File: config.mk
export PLATFORM = sky130hd
export DESIGN_NAME = tmt_ctrl
export DESIGN_NICKNAME = d
export VERILOG_FILES = /design/src/design/tmt_pkg.sv /design/src/design/tmt_ctrl.sv
export SDC_FILE = /design/constraint.sdc
export NUM_CORES = 1
export LEC_CHECK = 0
export ABC_AREA = 1
export CELL_PAD_IN_SITES_DETAIL_PLACEMENT = 1
export CELL_PAD_IN_SITES_GLOBAL_PLACEMENT = 1
export CORE_ASPECT_RATIO = 1.1
export CORE_MARGIN = 2
export CORE_UTILIZATION = 35
export CTS_BUF_LIST = sky130_fd_sc_hd__clkbuf_4 sky130_fd_sc_hd__clkbuf_8
export DETAILED_ROUTE_END_ITERATION = 12
export DONT_BUFFER_PORTS = 1
export GPL_TIMING_DRIVEN = 0
export PLACE_DENSITY_LB_ADDON = 0.15
export SYNTH_ARGS = -nofsm -noshare
export SYNTH_HDL_FRONTEND = slang
export SYNTH_SLANG_ARGS = --single-unit
File: constraint.sdc
create_clock -name clk -period 1.5 [get_ports clk]
set_input_delay 0.15 -clock clk [delete_from_list [all_inputs] [get_ports clk]]
set_output_delay 0.15 -clock clk [all_outputs]
set_load 0.05 [all_outputs]
File: src/design/tmt_pkg.sv
`default_nettype none

package tmt_pkg;

    localparam int MAX_CORNERS = 12;
    localparam int MIN_CORNERS = 3;
    localparam int K_W = $clog2(MAX_CORNERS + 1);

    localparam longint Q30_ONE = 64'sd1073741824;
    localparam longint HALF_PI_Q30 = 64'sd1686629713;

    localparam logic [1:0] EMIT_CENTRE = 2'd0;
    localparam logic [1:0] EMIT_RING = 2'd1;
    localparam logic [1:0] EMIT_TRI = 2'd2;

    typedef struct packed {
        logic load;
        logic cross_mul;
        logic vec_load;
        logic vec_sel;
        logic norm_step;
        logic sq;
        logic sqrt_init;
        logic sqrt_step;
        logic div_init;
        logic div_step;
        logic vec_store;
        logic vec_zero;
        logic ring_mul;
        logic ring_nrm;
        logic ring_rmul;
        logic ring_pos;
        logic emit;
        logic [1:0] emit_sel;
        logic last;
        logic [K_W-1:0] k;
        logic tri_cap;
        logic tri_sub;
    } tmt_cmd_t;

    typedef struct packed {
        logic zero_vec;
        logic norm_done;
        logic out_free;
        logic [K_W-1:0] n;
    } tmt_stat_t;

endpackage

`default_nettype wire

File: src/design/tmt_ctrl.sv
`default_nettype none

module tmt_ctrl
    import tmt_pkg::*;
(
    input  logic      clk,
    input  logic      rst_n,
    input  logic      in_valid,
    output logic      in_ready,
    output tmt_cmd_t  cmd,
    input  tmt_stat_t stat
);

    localparam logic [4:0] S_IDLE   = 5'd0;
    localparam logic [4:0] S_VLOAD  = 5'd1;
    localparam logic [4:0] S_VCHK   = 5'd2;
    localparam logic [4:0] S_NORM   = 5'd3;
    localparam logic [4:0] S_SQ     = 5'd4;
    localparam logic [4:0] S_SUM    = 5'd5;
    localparam logic [4:0] S_SQRT   = 5'd6;
    localparam logic [4:0] S_DIVI   = 5'd7;
    localparam logic [4:0] S_DIV    = 5'd8;
    localparam logic [4:0] S_VSTORE = 5'd9;
    localparam logic [4:0] S_CROSS  = 5'd10;
    localparam logic [4:0] S_CENTRE = 5'd11;
    localparam logic [4:0] S_RMUL   = 5'd12;
    localparam logic [4:0] S_RNRM   = 5'd13;
    localparam logic [4:0] S_RRAD   = 5'd14;
    localparam logic [4:0] S_RPOS   = 5'd15;
    localparam logic [4:0] S_ROUT   = 5'd16;
    localparam logic [4:0] S_TRI    = 5'd17;

    localparam int SQRT_STEPS = 32;
    localparam int DIV_STEPS = 17;

    logic [4:0] state_reg, state_next;
    logic [4:0] cnt_reg, cnt_next;
    logic [K_W-1:0] k_reg, k_next;
    logic vsel_reg, vsel_next;
    logic second_reg, second_next;
    logic cap_reg, cap_next;
    logic sub_reg, sub_next;
    logic k_last;

    assign k_last = (k_reg == stat.n - K_W'(1));
    assign in_ready = (state_reg == S_IDLE);

    always_comb
    begin
        state_next = state_reg;
        cnt_next = cnt_reg;
        k_next = k_reg;
        vsel_next = vsel_reg;
        second_next = second_reg;
        cap_next = cap_reg;
        sub_next = sub_reg;
        cmd = '0;
        cmd.k = k_reg;
        cmd.vec_sel = vsel_reg;
        cmd.tri_cap = cap_reg;
        cmd.tri_sub = sub_reg;
        case (state_reg)
            S_IDLE:
            begin
                if (in_valid)
                begin
                    cmd.load = 1'b1;
                    vsel_next = 1'b0;
                    state_next = S_VLOAD;
                end
            end
            S_VLOAD:
            begin
                cmd.vec_load = 1'b1;
                state_next = S_VCHK;
            end
            S_VCHK, S_VSTORE:
            begin
                if (state_reg == S_VCHK && !stat.zero_vec)
                begin
                    state_next = S_NORM;
                end
                else
                begin
                    // finish this basis vector, then the next one or the vertices
                    cmd.vec_zero = (state_reg == S_VCHK);
                    cmd.vec_store = (state_reg == S_VSTORE);
                    k_next = '0;
                    if (!vsel_reg)
                        state_next = S_CROSS;
                    else if (second_reg)
                        state_next = S_RMUL;
                    else
                        state_next = S_CENTRE;
                end
            end
            S_NORM:
            begin
                if (stat.norm_done)
                    state_next = S_SQ;
                else
                    cmd.norm_step = 1'b1;
            end
            S_SQ:
            begin
                cmd.sq = 1'b1;
                state_next = S_SUM;
            end
            S_SUM:
            begin
                cmd.sqrt_init = 1'b1;
                cnt_next = '0;
                state_next = S_SQRT;
            end
            S_SQRT:
            begin
                cmd.sqrt_step = 1'b1;
                cnt_next = cnt_reg + 5'd1;
                if (cnt_reg == 5'(SQRT_STEPS - 1))
                    state_next = S_DIVI;
            end
            S_DIVI:
            begin
                cmd.div_init = 1'b1;
                cnt_next = '0;
                state_next = S_DIV;
            end
            S_DIV:
            begin
                cmd.div_step = 1'b1;
                cnt_next = cnt_reg + 5'd1;
                if (cnt_reg == 5'(DIV_STEPS - 1))
                    state_next = S_VSTORE;
            end
            S_CROSS:
            begin
                cmd.cross_mul = 1'b1;
                vsel_next = 1'b1;
                state_next = S_VLOAD;
            end
            S_CENTRE:
            begin
                if (stat.out_free)
                begin
                    cmd.emit = 1'b1;
                    cmd.emit_sel = EMIT_CENTRE;
                    k_next = '0;
                    cap_next = 1'b0;
                    sub_next = 1'b0;
                    state_next = second_reg ? S_TRI : S_RMUL;
                end
            end
            S_RMUL:
            begin
                cmd.ring_mul = 1'b1;
                state_next = S_RNRM;
            end
            S_RNRM:
            begin
                cmd.ring_nrm = 1'b1;
                state_next = S_RRAD;
            end
            S_RRAD:
            begin
                cmd.ring_rmul = 1'b1;
                state_next = S_RPOS;
            end
            S_RPOS:
            begin
                cmd.ring_pos = 1'b1;
                state_next = S_ROUT;
            end
            S_ROUT:
            begin
                if (stat.out_free)
                begin
                    cmd.emit = 1'b1;
                    cmd.emit_sel = EMIT_RING;
                    cmd.last = !second_reg && k_last;
                    if (!k_last)
                    begin
                        k_next = k_reg + K_W'(1);
                        state_next = S_RMUL;
                    end
                    else if (second_reg)
                    begin
                        state_next = S_CENTRE;
                    end
                    else
                    begin
                        second_next = 1'b1;
                        state_next = S_IDLE;
                    end
                end
            end
            S_TRI:
            begin
                if (stat.out_free)
                begin
                    cmd.emit = 1'b1;
                    cmd.emit_sel = EMIT_TRI;
                    cmd.last = cap_reg && sub_reg && k_last;
                    sub_next = !sub_reg;
                    if (sub_reg)
                    begin
                        if (!k_last)
                        begin
                            k_next = k_reg + K_W'(1);
                        end
                        else if (!cap_reg)
                        begin
                            cap_next = 1'b1;
                            k_next = '0;
                        end
                        else
                        begin
                            second_next = 1'b0;
                            state_next = S_IDLE;
                        end
                    end
                end
            end
            default:
            begin
                state_next = S_IDLE;
            end
        endcase
    end

    always_ff @(posedge clk or negedge rst_n)
    begin
        if (!rst_n)
        begin
            state_reg <= S_IDLE;
            cnt_reg <= '0;
            k_reg <= '0;
            vsel_reg <= 1'b0;
            second_reg <= 1'b0;
            cap_reg <= 1'b0;
            sub_reg <= 1'b0;
        end
        else
        begin
            state_reg <= state_next;
            cnt_reg <= cnt_next;
            k_reg <= k_next;
            vsel_reg <= vsel_next;
            second_reg <= second_next;
            cap_reg <= cap_next;
            sub_reg <= sub_next;
        end
    end

endmodule

`default_nettype wire

# Yosys cells after proc, flatten, opt, wreduce, memory -nomap -nowiden
# Cells that the tools add are included.
# W data, S select, Z words.
[classes]
addsub = 3
eq_ne = 34
mux = 64
n_reduce_logical = 22
[ops]
columns = ["op", "count"]
rows = [
  ["$pmux W5 S17", 1],
  ["$mux W5", 14],
  ["$mux W4", 11],
  ["$eq A5 B4 Y1 const B", 8],
  ["$mux W1", 26],
  ["$ne A2 B2 Y1 const B", 13],
  ["$eq A5 B3 Y1 const B", 4],
  ["$eq A5 B5 Y1 const B", 4],
  ["$pmux W4 S4", 1],
  ["$eq A5 B2 Y1 const B", 2],
  ["$pmux W1 S2", 5],
  ["$pmux W5 S2", 1],
  ["$reduce_and A10 Y1", 1],
  ["$pmux W3 S3", 1],
  ["$reduce_and A8 Y1", 1],
  ["$reduce_bool A2 Y1", 4],
  ["$reduce_and A7 Y1", 1],
  ["$mux W3", 2],
  ["$reduce_or A2 Y1", 3],
  ["$add A5 B1 Y5 const B", 1],
  ["$eq A5 B1 Y1 const B", 1],
  ["$logic_not A5 Y1", 1],
  ["$reduce_and A5 Y1", 1],
  ["$add A4 B1 Y4 const B", 1],
  ["other kinds (9)", 15],
]
[totals]
reg_bits = 18
input_bits = 10
output_inout_bits = 27
wordCells = 130

# Longest topological paths before layout
# Gate-level depths: netlist of the first run.
[depth]
depth_word = 6
mapped_depth = 15
mapped_depth_nobuf = 15

# Worst setup path after synthesis of the first run
# OpenSTA, ideal clock, no wires.
[synth_path]
path_kind = "register -> output"
start = "register state_reg[3]"
end = "output cmd[6] (netlist bit)"
t_arrival_ps = 2577
required_time_ps = 1350
path_slack_ps = -1227
path_stages_with_launch = 6
path_buffers = 0
cell_sequence = "dfrtp_1 > nor2_4 > nand3_4 > nor2_2 > inv_2 > o31ai_1"
[synth_rtl]
columns = ["element", "line_no", "text"]
rows = [
  ["start, declared", "tmt_ctrl.sv:36", "logic [4:0] state_reg, state_next;"],
  ["start signal, assigned", "tmt_ctrl.sv:244", "state_reg <= state_next;"],
  ["end, declared", "tmt_ctrl.sv:10", "output tmt_cmd_t cmd,"],
]

==> flow_summary_export.csv, run 1 <==
group,metric,value,unit
clocking,root_buffer,"clkbuf_8",
placement,routabilityCongestion,0.8163,
worst_setup_path,path_class,"reg -> out",
detailed_routing,drt-total-wl,8326,um
floorplan,die_x,70.46,um
layout,final_cells,381,
worst_setup_path,crit_buf_inv,0,
clocking,cts_tree,"built",
synth,syn-mean-instance-area,6.540,um2
layout,mostFrequentLayoutCells,"nand2_1, buf_4, buf_6",
power_and_ir_drop,p_clk_share,44.3,%
layout,nFillCells,526,
worst_setup_path,path_delay_family,"flip-flops",
synth,yosysSeqAreaShare,26.49,%
floorplan,core_area,4652,um2
timing,worst_slew_pin_slew,0.9147,ns
worst_setup_path,cp.arrival,1.99,ns
detailed_routing,drc_errors,0,
detailed_routing,dr_total_vias,2098,
timing,finalCriticalPeriod,2.137,ns
timing,hold_viol,0,
worst_setup_path,cpPeakStageDelay,0.57,ns
detailed_routing,vias_per_cell,5.507,
layout,drive_gt1_share,53.54,%
grt,grt_pass1_vias,2048,
synth,synth_cell_types,32,
grt,grt_first_pass_wirelength,10320,um
layout,syn_to_final_growth,71.08,%
layout,diodes,0,
placement,io_buffers,0,
power_and_ir_drop,sw_frac_of_total,26.88,%
floorplan,fp.dieH,77.11,um
detailed_routing,drtIter0Drc,112,
timing,period_share,142.5,%
grt,antenna_found_initial,0,
grt,grt_use_met3,3.285,%
worst_hold_path,min_path_type,"in -> reg",
timing,finalSetupViolCount,36,
detailed_routing,drt_first_pass_iters,4,
synth,syn_inst,260,
timing,worst_slack,-0.6373,ns
grt,grt_util_all_layers,23.72,%
clocking,cts_buffers,3,
timing,fmax,0.4679,GHz
power_and_ir_drop,leakagePower,1.354,nW
floorplan,die_area,5432,um2
worst_setup_path,path_max_fanout,5,
timing,rsz0062_at_grt,"true",
placement,dpl.cell_count,316,
grt,met1_usage,28.16,%
placement,dpl_worst_slack,-0.4933,ns
synth,yosys_warnings,0,
clocking,clk_pin_slew,0.08,ns
grt,grt_busiest_layer,"met2",
worst_setup_path,ff2ff_setup_slack,-0.63,ns
power_and_ir_drop,combPwrFrac,7.8,%
timing,finClkSkew,0.007130,ns
detailed_routing,wl_per_cell,21.85,um
synth,yosysTopAreaCellShare,26.49,%
worst_setup_path,start_kind,"flip-flop",
worst_setup_path,critPathRequiredTime,1.35,ns
placement,dp.final_hpwl,3814,um
grt,grt_max_degree,19,
power_and_ir_drop,p_switching,0.0002737,W
worst_setup_path,path_cells,"xor2_1, nand2_1, nor2_4, nand3_4, o31ai_4",
power_and_ir_drop,power.total,0.001018,W
floorplan,initial_utilization,36.55,%
synth,yosysTopAreaCell,"dfrtp_1",
timing,maxSlewViolCount,0,
grt,grt.overflow.total,0,
grt,use_met2,43.96,%
synth,syn_nets,275,
detailed_routing,ant_nets,0,
outcome,violations,"setup timing",
timing,slew_headroom,38.82,%
clocking,clockBufferDepth,2,
power_and_ir_drop,intPower,0.0007447,W
floorplan,pin_count,37,
floorplan,row_count,26,
synth,synth_area_leaders,"dfrtp_1, nand2_1, inv_1, nand3_1, nor2_1",
synth,syn-cell-area,1700,um2
power_and_ir_drop,powerDensity,350.1,nW/um2
power_and_ir_drop,p_seq_share,47.9,%
layout,nets,341,
clocking,htree_levels,1,
outcome,status,"finished, violations left",
layout,final_common_cell,"nand2_1",
worst_setup_path,cp_slowest_cell,"dfrtp_2",
clocking,cts_sinks,18,
synth,synth.ff_latch_count,18,
run,max_cap_violations,0,
clocking,clk_latency,0.28,ns
worst_setup_path,end_kind,"output pin",
power_and_ir_drop,vdd_ir_drop_max,0.4457,mV
layout make-up:
cell class / instances / area [um2] / area share (%)
well taps: 56 / 70.07 / 2.409
repair buffers: 61 / 561.8 / 19.31
plain buffers: 6 / 52.55 / 1.806
flip-flops and latches: 18 / 461.7 / 15.87
inverters: 49 / 254.0 / 8.731
clock buffers: 4 / 55.05 / 1.892
multi-input cells: 187 / 1454 / 49.98
through the flow:
| step | utilization, % | setup TNS (ns) | hold slack [ns] | area, um2 |
|---|---|---|---|---|
| after floorplan | - | -1.041 | -0.1456 | 1804 |
| after global placement | 40.29 | -5.310 | -0.1451 | 1874 |
| after detailed placement | 40.29 | -5.396 | -0.1451 | 1874 |
| after CTS | 53.23 | -7.510 | 0.1118 | 2476 |
| after global routing | 62.53 | -16.16 | 0.1278 | 2909 |
| final | 62.53 | -13.83 | 0.09282 | 2909 |
worst paths after layout:
| check | cells past startpoint | startpoint | end |
|---|---|---|---|
| worst max-delay path | 5 | k_reg[1]$_DFFE_PN0P_ | cmd[6] |
| worst min-delay path | 3 | stat[4] | sub_reg$_DFFE_PN0P_ |
| worst max register to register | 14 | state_reg[1]$_DFFE_PN0P_ | state_reg[3]$_DFFE_PN0P_ |
| worst min register to register | 1 | sub_reg$_DFFE_PN0P_ | sub_reg$_DFFE_PN0P_ |
| max in group asynchronous | 1 | rst_n | state_reg[2]$_DFFE_PN0P_ |
| min in group asynchronous | 1 | rst_n | sub_reg$_DFFE_PN0P_ |
worst register-to-register path, cell delays in order (launching register included):
cell	delay, ns
dfrtp_2	0.46
buf_6	0.14
nor2_4	0.18
buf_6	0.13
buf_6	0.11
inv_6	0.05
nor2_4	0.41
inv_2	0.10
nand2_1	0.10
nor2_1	0.06
nand2_1	0.09
nor2_1	0.06
nand2_1	0.08
nand2_1	0.05
nand2_1	0.07
cell families after synthesis:
logic type	count (synthesis)	share of synthesized area, %
simple gates	150	43.86
buf+inv	55	13.54
compound gates	26	9.346
flops	18	26.49
xor+xnor	6	3.090
fa+ha+maj	5	3.679
synth_stat cells, drive strengths merged:
cell	count
a21oi	6
o32ai	1
xor2	5
o21bai	4
nor2	32
o31ai	1
nand2	80
clkinv	2
clkbuf	1
dfrtp	18
xnor2	1
nand4	8
nor3	3
nand3	27
inv	47
a21boi	1
o22ai	1
buf	5
a32o	1
o21ai	11
ha	5
power groups by stage:
stage	logic [W]	registers, W	clock network [W]
detailed placement	0.0000500	0.000497	0
floorplan	0.0000417	0.000497	0
finish	0.0000797	0.000487	0.000451
global route	0.0000877	0.000488	0.000475
global placement	0.0000489	0.000497	0
CTS	0.0000728	0.000487	0.000441
metal layers:
| metal | up-vias | wire [um] |
|---|---|---|
| met2 | 80 | 4409 |
| li1 | 955 | - |
| met4 | 0 | 385 |
| met3 | 30 | 412 |
| met5 | - | 0 |
| met1 | 1033 | 3119 |
repair_timing:
item	in CTS	in global routing
buffers inserted	29	33
endpoints found under the hold margin	18	0
hold buffers	1	0
setup endpoints to repair	37	38
resized for setup	84	53
pin swaps	21	26
Note: power is estimated with default switching activity, not from simulation.
==> run 2, diff against run 1 <==
- CORE_MARGIN: 2 -> unset
- MAX_ROUTING_LAYER: unset -> met4
==> flow_summary_export.csv, run 2 (synthesized netlist as in run 1, its figures left out) <==
group,metric,value,unit
outcome,status,"finished, violations left",
outcome,violations,"setup timing",
grt,met1_usage,29.64,%
clocking,clockBufferDepth,2,
timing,fmax,0.4642,GHz
power_and_ir_drop,vdd_ir_drop_max,0.2294,mV
grt,grt_first_pass_wirelength,9680,um
layout,nets,328,
worst_setup_path,path_class,"reg -> out",
layout,mostFrequentLayoutCells,"nand2_1, buf_4, inv_1",
timing,finClkSkew,0.01305,ns
power_and_ir_drop,intPower,0.0007435,W
timing,maxSlewViolCount,0,
floorplan,die_area,5141,um2
power_and_ir_drop,leakagePower,1.276,nW
timing,worst_slack,-0.6544,ns
timing,rsz0062_at_grt,"true",
grt,grt.overflow.total,0,
worst_setup_path,path_max_fanout,5,
floorplan,die_x,68.46,um
timing,period_share,143.6,%
worst_setup_path,cp.arrival,2.00,ns
layout,drive_gt1_share,51.92,%
clocking,cts_buffers,3,
layout,diodes,0,
worst_hold_path,min_path_type,"in -> reg",
clocking,root_buffer,"clkbuf_8",
worst_setup_path,start_kind,"flip-flop",
placement,routabilityCongestion,0.8209,
clocking,clk_pin_slew,0.09,ns
power_and_ir_drop,p_seq_share,48.9,%
detailed_routing,dr_total_vias,2031,
timing,tns,-12.61,ns
floorplan,core_area,4652,um2
detailed_routing,drt-total-wl,7876,um
clocking,cts_tree,"built",
clocking,htree_levels,1,
clocking,clk_latency,0.27,ns
detailed_routing,drc_errors,0,
clocking,cts_sinks,18,
grt,grt_util_all_layers,26.90,%
worst_setup_path,critPathRequiredTime,1.35,ns
timing,finalSetupViolCount,37,
layout,utilization,60.57,%
power_and_ir_drop,powerDensity,353.9,nW/um2
grt,antenna_found_initial,0,
grt,use_met2,48.37,%
placement,post_dp_cell_area,1874,um2
detailed_routing,vias_per_cell,5.519,
detailed_routing,ant_nets,0,
detailed_routing,drt_first_pass_iters,4,
layout,final_common_cell,"nand2_1",
floorplan,pin_count,37,
placement,io_buffers,0,
grt,grt_max_degree,19,
detailed_routing,wl_per_cell,21.40,um
layout,syn_to_final_growth,65.71,%
power_and_ir_drop,sw_frac_of_total,25.44,%
floorplan,initial_utilization,36.55,%
grt,grt_use_met3,3.636,%
floorplan,fp.dieH,75.11,um
layout,stdcell_area,2818,um2
floorplan,row_count,26,
timing,holdWs,0.1404,ns
power_and_ir_drop,p_clk_share,43.4,%
grt,grt_pass1_vias,1902,
run,max_cap_violations,0,
power_and_ir_drop,combPwrFrac,7.7,%
timing,hold_viol,0,
detailed_routing,drtIter0Drc,75,
timing,slew_headroom,34.91,%
power_and_ir_drop,p_switching,0.0002537,W
grt,grt_busiest_layer,"met2",
timing,worst_slew_pin_slew,0.9731,ns
worst_setup_path,end_kind,"output pin",
placement,dp.final_hpwl,3851,um
timing,finalCriticalPeriod,2.154,ns
## run 2: area by class of cell
class	instances	area, um2
timing repair buffer	48	465.4
clock buffer	4	55.05
fill	539	1834
multi-input combinational	187	1453
buffer	6	56.30
sequential	18	461.7
tap	56	70.07
inverter	49	256.5
## run 2: through the flow
| step | total power (W) | instances | setup slack (ns) |
|---|---|---|---|
| final | 0.0009972 | 368 | -0.6544 |
| after floorplan | 0.0005385 | 260 | -0.3370 |
| after global routing | 0.001027 | 368 | -0.7283 |
| after detailed placement | 0.0005464 | 316 | -0.5081 |
| after CTS | 0.0009976 | 352 | -0.6779 |
| after global placement | 0.0005461 | 316 | -0.4915 |
## run 2: path summary, 6_finish.rpt
check | startpoint | to | slack (ns) | cells past startpoint
setup / recovery | k_reg[1]$_DFFE_PN0P_ | cmd[6] | -0.65 | 5
max in group asynchronous | rst_n | state_reg[2]$_DFFE_PN0P_ | 0.35 | 1
hold / removal | stat[4] | second_reg$_DFFE_PN0P_ | 0.14 | 4
setup reg to reg | state_reg[1]$_DFFE_PN0P_ | state_reg[3]$_DFFE_PN0P_ | -0.54 | 13
min in group asynchronous | rst_n | state_reg[3]$_DFFE_PN0P_ | 0.48 | 1
hold reg to reg | sub_reg$_DFFE_PN0P_ | sub_reg$_DFFE_PN0P_ | 0.53 | 1
## run 2: critical path, stage by stage (launching register included)
cell and delay (ns):
dfrtp_2 0.58, xor2_1 0.18, nand2_1 0.11, nor2_4 0.20, nand3_4 0.11, o31ai_4 0.55
## run 2: metal layers
metal  up-vias  routed length (um)
li1        934                   -
met1       991                3075
met2        75                4105
met3        31                 351
met4         0                 343
met5         -                   0
## run 2: what timing repair did
item                       in CTS  in global routing
hold buffers                    1                  0
hold endpoints to repair       18                  0
setup endpoints to repair      37                 38
pin swaps                      21                 35
gates resized for setup        89                 47
setup buffers                  32                 22
## run 2: power groups by stage
stage,combinational (W),clock (W),sequential (W)
global route,0.0000854,0.000453,0.000488
finish,0.0000763,0.000433,0.000488
CTS,0.0000658,0.000445,0.000487
floorplan,0.0000417,0,0.000497
detailed placement,0.0000494,0,0.000497
global placement,0.0000491,0,0.000497
